--- config.mk ---
export PLATFORM = sky130hd
export DESIGN_NAME = morus1280_zero_message_keystream
export DESIGN_NICKNAME = d
export VERILOG_FILES = /design/src/design/morus_pkg.sv /design/src/design/morus_update.sv /design/src/design/morus1280_zero_message_keystream.sv
export SDC_FILE = /design/constraint.sdc
export NUM_CORES = 2
export LEC_CHECK = 0
export ABC_AREA = 0
export ABC_CLOCK_PERIOD_IN_PS = 6900
export BUFFER_PORTS_ARGS = -buffer_cell sky130_fd_sc_hd__buf_2
export CORE_MARGIN = 10
export CORE_UTILIZATION = 28
export CTS_BUF_LIST = sky130_fd_sc_hd__clkbuf_2 sky130_fd_sc_hd__clkbuf_4 sky130_fd_sc_hd__clkbuf_8
export DETAILED_ROUTE_END_ITERATION = 7
export GPL_TIMING_DRIVEN = 0
export PLACE_DENSITY = 0.44
export SYNTH_ARGS = -nofsm -noshare
export SYNTH_HDL_FRONTEND = slang
export SYNTH_SLANG_ARGS = --single-unit
--- constraint.sdc ---
create_clock -name clk -period 6.9 [get_ports clk]
set_input_delay 0.69 -clock clk [delete_from_list [all_inputs] [get_ports clk]]
set_output_delay 0.69 -clock clk [all_outputs]
set_load 0.02 [all_outputs]
--- src/design/morus_pkg.sv ---
package morus_pkg;

  localparam int LaneW  = 64;
  localparam int Lanes  = 4;
  localparam int Words  = 5;

  // request kinds carried on tuser
  localparam logic REQ_LOAD = 1'b0;
  localparam logic REQ_STEP = 1'b1;

  // per-round lane rotate amounts
  localparam int Rot0 = 13;
  localparam int Rot1 = 46;
  localparam int Rot2 = 38;
  localparam int Rot3 = 7;
  localparam int Rot4 = 4;

  localparam int InDataW  = 72;
  localparam int OutDataW = Lanes * LaneW;

  typedef logic [LaneW-1:0]            lane_t;
  typedef logic [Lanes-1:0][LaneW-1:0] word_t;
  typedef word_t [Words-1:0]           state_t;

  // rotate one lane left by n, 1 <= n <= 63
  function automatic lane_t rotl64(lane_t x, int n);
    return (x << n) | (x >> (LaneW - n));
  endfunction

  function automatic word_t lane_rotl(word_t w, int n);
    word_t r;
    for (int i = 0; i < Lanes; i++) begin
      r[i] = rotl64(w[i], n);
    end
    return r;
  endfunction

  // whole-word rotate left by k lanes
  function automatic word_t word_rotl(word_t w, int k);
    word_t r;
    for (int i = 0; i < Lanes; i++) begin
      r[i] = w[2'(i - k)];
    end
    return r;
  endfunction

  // a ^= b ^ (c & d), then per-lane rotate
  function automatic word_t mix(word_t a, word_t b, word_t c, word_t d, int n);
    return lane_rotl(a ^ b ^ (c & d), n);
  endfunction

endpackage

--- src/design/morus_update.sv ---
module morus_update (
  input  morus_pkg::state_t s,
  output morus_pkg::word_t  stream,
  output morus_pkg::state_t s_next
);

  morus_pkg::word_t w0a, w0b, w1a, w1b, w2a, w2b, w3a, w3b, w4a, w4b;

  always_comb begin
    stream = s[0] ^ morus_pkg::word_rotl(s[1], 3) ^ (s[2] & s[3]);

    // five rounds, message fixed at zero
    w0a = morus_pkg::mix(s[0], s[3], s[1], s[2], morus_pkg::Rot0);
    w3a = morus_pkg::word_rotl(s[3], 1);
    w1a = morus_pkg::mix(s[1], s[4], s[2], w3a, morus_pkg::Rot1);
    w4a = morus_pkg::word_rotl(s[4], 2);
    w2a = morus_pkg::mix(s[2], w0a, w3a, w4a, morus_pkg::Rot2);
    w0b = morus_pkg::word_rotl(w0a, 3);
    w3b = morus_pkg::mix(w3a, w1a, w4a, w0b, morus_pkg::Rot3);
    w1b = morus_pkg::word_rotl(w1a, 2);
    w4b = morus_pkg::mix(w4a, w2a, w0b, w1b, morus_pkg::Rot4);
    w2b = morus_pkg::word_rotl(w2a, 1);

    s_next[0] = w0b;
    s_next[1] = w1b;
    s_next[2] = w2b;
    s_next[3] = w3b;
    s_next[4] = w4b;
  end

endmodule

--- src/design/morus1280_zero_message_keystream.sv ---
// channel  dir  tdata (low bit up)                                    tuser
// s_axis   in   word_select[2:0] lane_select[4:3] lane_value[68:5]    req_type
//               bits 71:69 zero
// m_axis   out  stream_lane0..stream_lane3, 64 bits each, lane0 low   -
//
// one request per cycle sustained while steps do not wait: a request is held
// in the input register, then a load writes its lane or a step updates all
// five words through one pass of the round logic and lands in the output
// register. a step waits in the input register only while the output
// register is full and not being taken; loads never wait. rst is synchronous
// and clears the valid flags and the whole 1280-bit state to zero.
module morus1280_zero_message_keystream (
  input  logic                             clk,
  input  logic                             rst,
  input  logic                             s_axis_tvalid,
  output logic                             s_axis_tready,
  input  logic [morus_pkg::InDataW-1:0]    s_axis_tdata,  // word_select, lane_select, lane_value
  input  logic                             s_axis_tuser,  // req_type
  output logic                             m_axis_tvalid,
  input  logic                             m_axis_tready,
  output logic [morus_pkg::OutDataW-1:0]   m_axis_tdata   // stream_lane0 .. stream_lane3
);

  // input register
  logic                    in_valid;
  logic                    in_req;
  logic [2:0]              in_word;
  logic [1:0]              in_lane;
  morus_pkg::lane_t        in_value;

  // cipher state and output register
  morus_pkg::state_t       state;
  morus_pkg::state_t       state_next;
  morus_pkg::word_t        stream;
  morus_pkg::word_t        out_word;
  logic                    out_valid;

  logic                    out_free;
  logic                    advance;
  logic                    take_step;

  morus_update u_update (
    .s      (state),
    .stream (stream),
    .s_next (state_next)
  );

  // output slot is free when empty or being drained this cycle
  assign out_free  = !out_valid || m_axis_tready;
  // loads retire at once, steps need the output slot
  assign advance   = in_valid && ((in_req == morus_pkg::REQ_LOAD) || out_free);
  assign take_step = advance && (in_req == morus_pkg::REQ_STEP);

  assign s_axis_tready = !in_valid || advance;
  assign m_axis_tvalid = out_valid;
  assign m_axis_tdata  = out_word;

  always_ff @(posedge clk) begin
    if (rst) begin
      in_valid <= 1'b0;
    end else if (s_axis_tready) begin
      in_valid <= s_axis_tvalid;
    end
  end

  always_ff @(posedge clk) begin
    if (s_axis_tvalid && s_axis_tready) begin
      in_req   <= s_axis_tuser;
      in_word  <= s_axis_tdata[2:0];
      in_lane  <= s_axis_tdata[4:3];
      in_value <= s_axis_tdata[68:5];
    end
  end

  // state: lane write on a load with word_select below 5, full update on a step
  always_ff @(posedge clk) begin
    if (rst) begin
      state <= '0;
    end else if (take_step) begin
      state <= state_next;
    end else if (advance && (in_word < 3'(morus_pkg::Words))) begin
      state[in_word][in_lane] <= in_value;
    end
  end

  always_ff @(posedge clk) begin
    if (rst) begin
      out_valid <= 1'b0;
    end else if (take_step) begin
      out_valid <= 1'b1;
    end else if (m_axis_tready) begin
      out_valid <= 1'b0;
    end
  end

  always_ff @(posedge clk) begin
    if (take_step) begin
      out_word <= stream;
    end
  end

endmodule
### Word level (Yosys, flattened, before mapping)

Cells that the tools add are included.

| cells by class | value |
|---|---|
| order comparisons | 5 |
| multiplexer cells | 9 |
| reductions and logical operators | 13 |
| bitwise gates (word level) | 39 |

Operators with widths:

| cell | number |
|---|---|
| bitwise XOR 256 bit | 12 |
| two-way mux 1280 bit | 2 |
| AND 256 bit | 6 |
| bitwise mux 1280 bit | 1 |
| demux 256 bit (select 3 bit) | 1 |
| two-way mux 256 bit | 1 |
| bitwise OR 64 x 13 -> 64 bit | 4 |
| bitwise OR 64 x 38 -> 64 bit | 4 |
| bitwise OR 64 x 4 -> 64 bit | 4 |
| bitwise OR 64 x 46 -> 64 bit | 4 |
| bitwise OR 64 x 7 -> 64 bit | 4 |
| demux 64 bit (select 2 bit) | 1 |
| two-way mux 64 bit | 1 |
| logical AND 1 bit | 6 |
| < comparator 3 x 4 -> 1 bit (second input constant) | 1 |
| nonzero test 2 bit | 2 |
| greater-or-equal comparator 3 x 1 -> 1 bit (second input constant) | 1 |
| logical OR 1 bit | 3 |
| < comparator 2 x 3 -> 1 bit (second input constant) | 1 |
| < comparator 3 bit (second input constant) | 1 |
| greater-or-equal comparator 2 x 1 -> 1 bit (second input constant) | 1 |
| logical NOT 1 bit | 2 |
| two-way mux 1 bit | 2 |
| NOT 1 bit | 1 |

| storage, ports and cells | value |
|---|---|
| bits of input ports | 77 |
| output and inout port bits | 258 |
| bits in registers | 1608 |
| logic and storage cells | 96 |

### Logic depth before layout (Yosys ltp)

| logic depth | value |
|---|---|
| depth after elaboration | 10 |
| mapped depth | 10 |

### Cells and area by module

Synthesis repeated with hierarchy kept, for this count alone.

| unflattened totals | value |
|---|---|
| cell total of the unflattened synthesis | 9606 |
| area total of the unflattened synthesis | 89047.9 um^2 |

By module, submodules not included:

| module | area each (um^2) | instances | cells an instance |
|---|---|---|---|
| morus1280_zero_message_keystream | 66140.9 | 1 | 6469 |
| morus_update | 22907.0 | 1 | 3137 |

### Least setup slack after synthesis

Ideal clock, no wire load.

| path | value |
|---|---|
| path kind | input-to-reg |
| start point | input m_axis_tready |
| end point | register state[925] (netlist bit) |
| slack | 1.820 ns |
| arrival | 4.963 ns |
| data required time | 6.783 ns |
| cell stages on the path | 9 |
| cells stage by stage | nor2b_1 -> nand2b_1 -> buf_2 -> buf_4 -> inv_2 -> buf_2 -> buf_2 -> a211oi_1 -> a21o_1 |

| on the way | value |
|---|---|
| word-level cells in the longest chain between the ends | 5 |
| elaborated cells between the ends (all ways) | 7 |
| classes of those cells | 1 x mux; 6 x reduce/logical |

RTL lines:

| element | RTL line | source |
|---|---|---|
| start, declared | morus1280_zero_message_keystream.sv:20 | `input logic m_axis_tready,` |
| logical OR 1 bit (*) | morus1280_zero_message_keystream.sv:49 | `assign out_free = !out_valid \|\| m_axis_tready;` |
| logical OR 1 bit (*) | morus1280_zero_message_keystream.sv:51 | `assign advance = in_valid && ((in_req == morus_pkg::REQ_LOAD) \|\| out_free);` |
| logical AND 1 bit (*) | morus1280_zero_message_keystream.sv:51 |  |
| logical AND 1 bit (*) | morus1280_zero_message_keystream.sv:52 | `assign take_step = advance && (in_req == morus_pkg::REQ_STEP);` |
| net take_step | morus1280_zero_message_keystream.sv:40 | `logic take_step;` |
| two-way mux 1280 bit / nonzero test 2 bit (equally long branches) | -- |  |
| end signal, assigned | morus1280_zero_message_keystream.sv:80 | `state <= state_next;` |
| end signal, assigned by index | morus1280_zero_message_keystream.sv:82 | `state[in_word][in_lane] <= in_value;` |
| end, declared | morus1280_zero_message_keystream.sv:32 | `morus_pkg::state_t state;` |

Mark *: on every way through the listed nets, which the timed path passes. The rest lies on a longest branch. The select of a mux whose other input is x is not followed.
A chain may end at the register's enable or synchronous reset.

### Final worst setup path

| path | value |
|---|---|
| start point | register out_valid (netlist: m_axis_tvalid) |
| end point | register state[1055] (netlist bit) |

| on the way | value |
|---|---|
| word-level cells in the longest chain between the ends | 6 |
| elaborated cells between the ends (all ways) | 8 |
| classes of those cells | 1 x mux; 7 x reduce/logical |

RTL lines:

| element | RTL line | source |
|---|---|---|
| start, declared | morus1280_zero_message_keystream.sv:36 | `logic out_valid;` |
| start signal, assigned | morus1280_zero_message_keystream.sv:88 | `out_valid <= 1'b0;` |
| start signal, assigned | morus1280_zero_message_keystream.sv:90 | `out_valid <= 1'b1;` |
| start signal, assigned | morus1280_zero_message_keystream.sv:92 | `out_valid <= 1'b0;` |
| logical NOT 1 bit (*) | morus1280_zero_message_keystream.sv:49 |  |
| logical OR 1 bit (*) | morus1280_zero_message_keystream.sv:49 |  |
| logical OR 1 bit (*) | morus1280_zero_message_keystream.sv:51 |  |
| logical AND 1 bit (*) | morus1280_zero_message_keystream.sv:51 |  |
| logical AND 1 bit (on tied branches) | morus1280_zero_message_keystream.sv:52, morus1280_zero_message_keystream.sv:81 |  |
| two-way mux 1280 bit / nonzero test 2 bit (equally long branches) | -- |  |

Mark *: on every way between the ends. The rest lies on a longest branch, timed or not. The select of a mux whose other input is x is not followed.

==> metrics.yaml <==
die:
  die_w_microns: 504.3
  initial_core_util_pct: 28.18
  fp.dieH_microns: 504.3
  dieArea_sq_mm: 0.2543
  fp-row-count: 177
  core_sq_mm: 0.2330
  io_pins: 335
timing:
  hold_violations: 0
  clock.fmax_mhz: 183.5
  finalCriticalPeriod_ns: 5.451
  slew_headroom_pct: -14.32
  worst_slew_pin_slew_ns: 1.697
  finClkSkew_ns: 0.1147
  rsz0062_at_grt: "no"
  setup_viol: 0
  drv_slew: 212
  layout_worst_path_cycle_share_pct: 79.00
route:
  wl_per_cell_microns: 47.13
  vias_per_cell: 5.731
  wl_microns: 518600
  final_antenna_net_count: 0
  drt_iter0_markers: 9653
  drc: 0
  via_count: 63060
  first_pass_iters: 6
run_status:
  status: "complete, but fails checks"
  violations: "capacitance limit, slew limit"
worst_setup_path:
  endpoint_kind: "flop"
  worstSetupPathType: "flop to flop"
  crit_arrival_ns: 6.41
  ff2ff_setup_slack_ns: 1.45
  reg2reg_depth: 7
  required_ns: 7.86
  worst_setup_path_start_kind: "flop"
  r2r-end: "state[1055]$_SDFFE_PP0P_"
  cp_max_fo: 10
  reg2reg_from: "m_axis_tvalid$_SDFFE_PP0P_"
clock_network:
  clk-insertion-delay-late_ns: 1.09
  cts_max_level: 5
  cts_tree: "done"
  cts.sinks: 1480
  cts_buffer_depth: 4
  cts_buffers: 304
  cts.clk_slew.worst_paths_ns: 0.06
  root_buffer: "clkbuf_8"
  post-cts-setup-buffers: 0
logic_synthesis:
  syn-instance-count: 6876
  ys_types: 47
  synth-seq-cells: 1480
  syn-num-nets: 6953
  synthArstFlopShare_pct: 0
  synth_flop_cell: "dfxtp_1"
  syn-cell-area_sq_mm: 0.06566
  seq_area_frac_synth_pct: 50.09
  syn_avg_cell_area_sq_um: 9.549
  yosys_warnings: 0
  synth_edf_count: 326
grt:
  grt_max_degree: 115
  grt_usage_pct: 38.82
  grt-ovfl-total: 0
  grt_pass1_vias: 58810
  antenna_found_initial: 85
  grt_pass1_wl_microns: 645800
run:
  max_cap_violations: 42
hold_path:
  min_from: "s_axis_tdata[52]"
  min_path_cells: 2
  hold_end: "in_value[47]$_DFFE_PP_"
  hp-class: "primary input to flop"
finish:
  mostFrequentLayoutCells: "dfxtp_1 (1,152), nor2_1 (1,057), xnor2_1 (940), nand2_1 (572), buf_2 (505)"
  multi_input_area_sq_mm: 0.03051
  final_core_util_pct: 33.75
  drive_gt1_share_pct: 14.95
  final_common_cell: "dfxtp_1"
  nets: 7694
  seq_area_sq_mm: 0.03289
  syn_to_final_growth_pct: 19.73
  finish.instance_area_sq_mm: 0.07862
  num-fill-cells: 24390
placement:
  io_buffers: 331
  hpwl_microns: 425900
  gp_congestion: 1.045
  dpl-instance-area_sq_mm: 0.07177
power_and_ir_drop:
  p_per_area_mw_per_mm2: 268.9
  p_leak_nw: 27.42
  ir_drop_uv: 128.2
cell type report:
class | count | share of cell area (%)
Buffer | 547 | 2.968
Multi-Input combinational cell | 4846 | 38.80
Clock inverter | 91 | 0.6382
Inverter | 3 | 0.01432
Antenna cell | 31 | 0.09867
Timing Repair Buffer | 435 | 3.632
Clock buffer | 438 | 7.023
Tap cell | 3132 | 4.984
Sequential cell | 1480 | 41.84
registers in the layout (all words and copies together), names as in the netlist:
name,cells
state,1152
m_axis_tdata,256
in_value,64
in_word,3
in_lane,2
in_req,1
in_valid,1
m_axis_tvalid,1
critical path, cell delays in order, from the launching register on:
cell,delay [ns]
dfxtp_1,0.53
nor2b_1,0.70
clkbuf_1,0.89
clkbuf_1,0.69
o21ai_0,0.75
nor2_1,1.42
a22oi_1,0.23
nor2_1,0.15
per-stage QoR:
| step | hold slack [ns] | cells | setup WS, ns | power [W] | TNS [ns] |
|---|---|---|---|---|---|
| after floorplan | 0.4251 | 6876 | 1.820 | 0.01033 | 0 |
| after global placement | 0.4410 | 10340 | -3.151 | 0.01160 | -490.48 |
| after detailed placement | 0.4447 | 10370 | 1.325 | 0.01162 | 0 |
| after CTS | 0.2162 | 10970 | 1.678 | 0.02112 | 0 |
| after global routing | 0.2802 | 10970 | 1.663 | 0.02160 | 0 |
| final | 0.3064 | 11000 | 1.449 | 0.02114 | 0 |
cell families after synthesis:
family,synth area share (%)
simple gates,15.29
xor+xnor,15.37
compound gates,15.74
flops,50.09
buf+inv,3.518
worst max-delay path by stage:
stage | from | slack [ns] | end
2_1_floorplan | m_axis_tready | 1.82 | state[925]$_SDFFE_PP0P_
3_3_place_gp | m_axis_tready | -3.15 | in_lane[1]$_DFFE_PP_
3_5_place_dp | m_axis_tready | 1.33 | state[966]$_SDFFE_PP0P_
4_1_cts | m_axis_tvalid$_SDFFE_PP0P_ | 1.68 | state[966]$_SDFFE_PP0P_
5_1_grt | m_axis_tvalid$_SDFFE_PP0P_ | 1.66 | state[607]$_SDFFE_PP0P_
6_report | m_axis_tvalid$_SDFFE_PP0P_ | 1.45 | state[1055]$_SDFFE_PP0P_
layer usage:
metal | vias to the layer above | part of all wire [%] | global-route usage, %
li1 | 25550 | - | -
met3 | 1016 | 8.5 | 8.539
met2 | 4227 | 42 | 56.71
met4 | 16 | 8.3 | 26.28
met5 | - | 0.030 | 0
met1 | 32250 | 42 | 50.97
what timing repair did:
action	CTS	global route
endpoints found under the hold margin	71	0
hold buffers	71	0
resized for setup	0	0
where the power goes:
part	internal, W	switching [W]
Combinational	0.000522	0.00165
Clock	0.00521	0.00436
Sequential	0.00906	0.000344
Yosys cell counts, types with 27 or more instances:
cell	number	area, sq um
nand3_1	78	390.4
a221oi_1	172	1506
nor2_1	1061	3983
edfxtp_1	326	9789
o22ai_1	64	400.4
xnor2_1	940	8233
a211oi_1	148	1111
a21oi_1	101	505.5
o2bb2ai_1	67	586.8
a32oi_1	27	236.5
o21ai_0	107	535.5
nor3_1	367	1837
clkbuf_1	345	1295
o221a_2	64	720.7
a22oi_1	483	3626
buf_2	175	875.8
nand2_1	572	2147
and2_1	181	1132
xor2_1	212	1857
dfxtp_1	1154	23100
a22o_1	53	464.2
nand2b_1	46	287.8
Note: power is estimated with default switching activity, not from simulation.
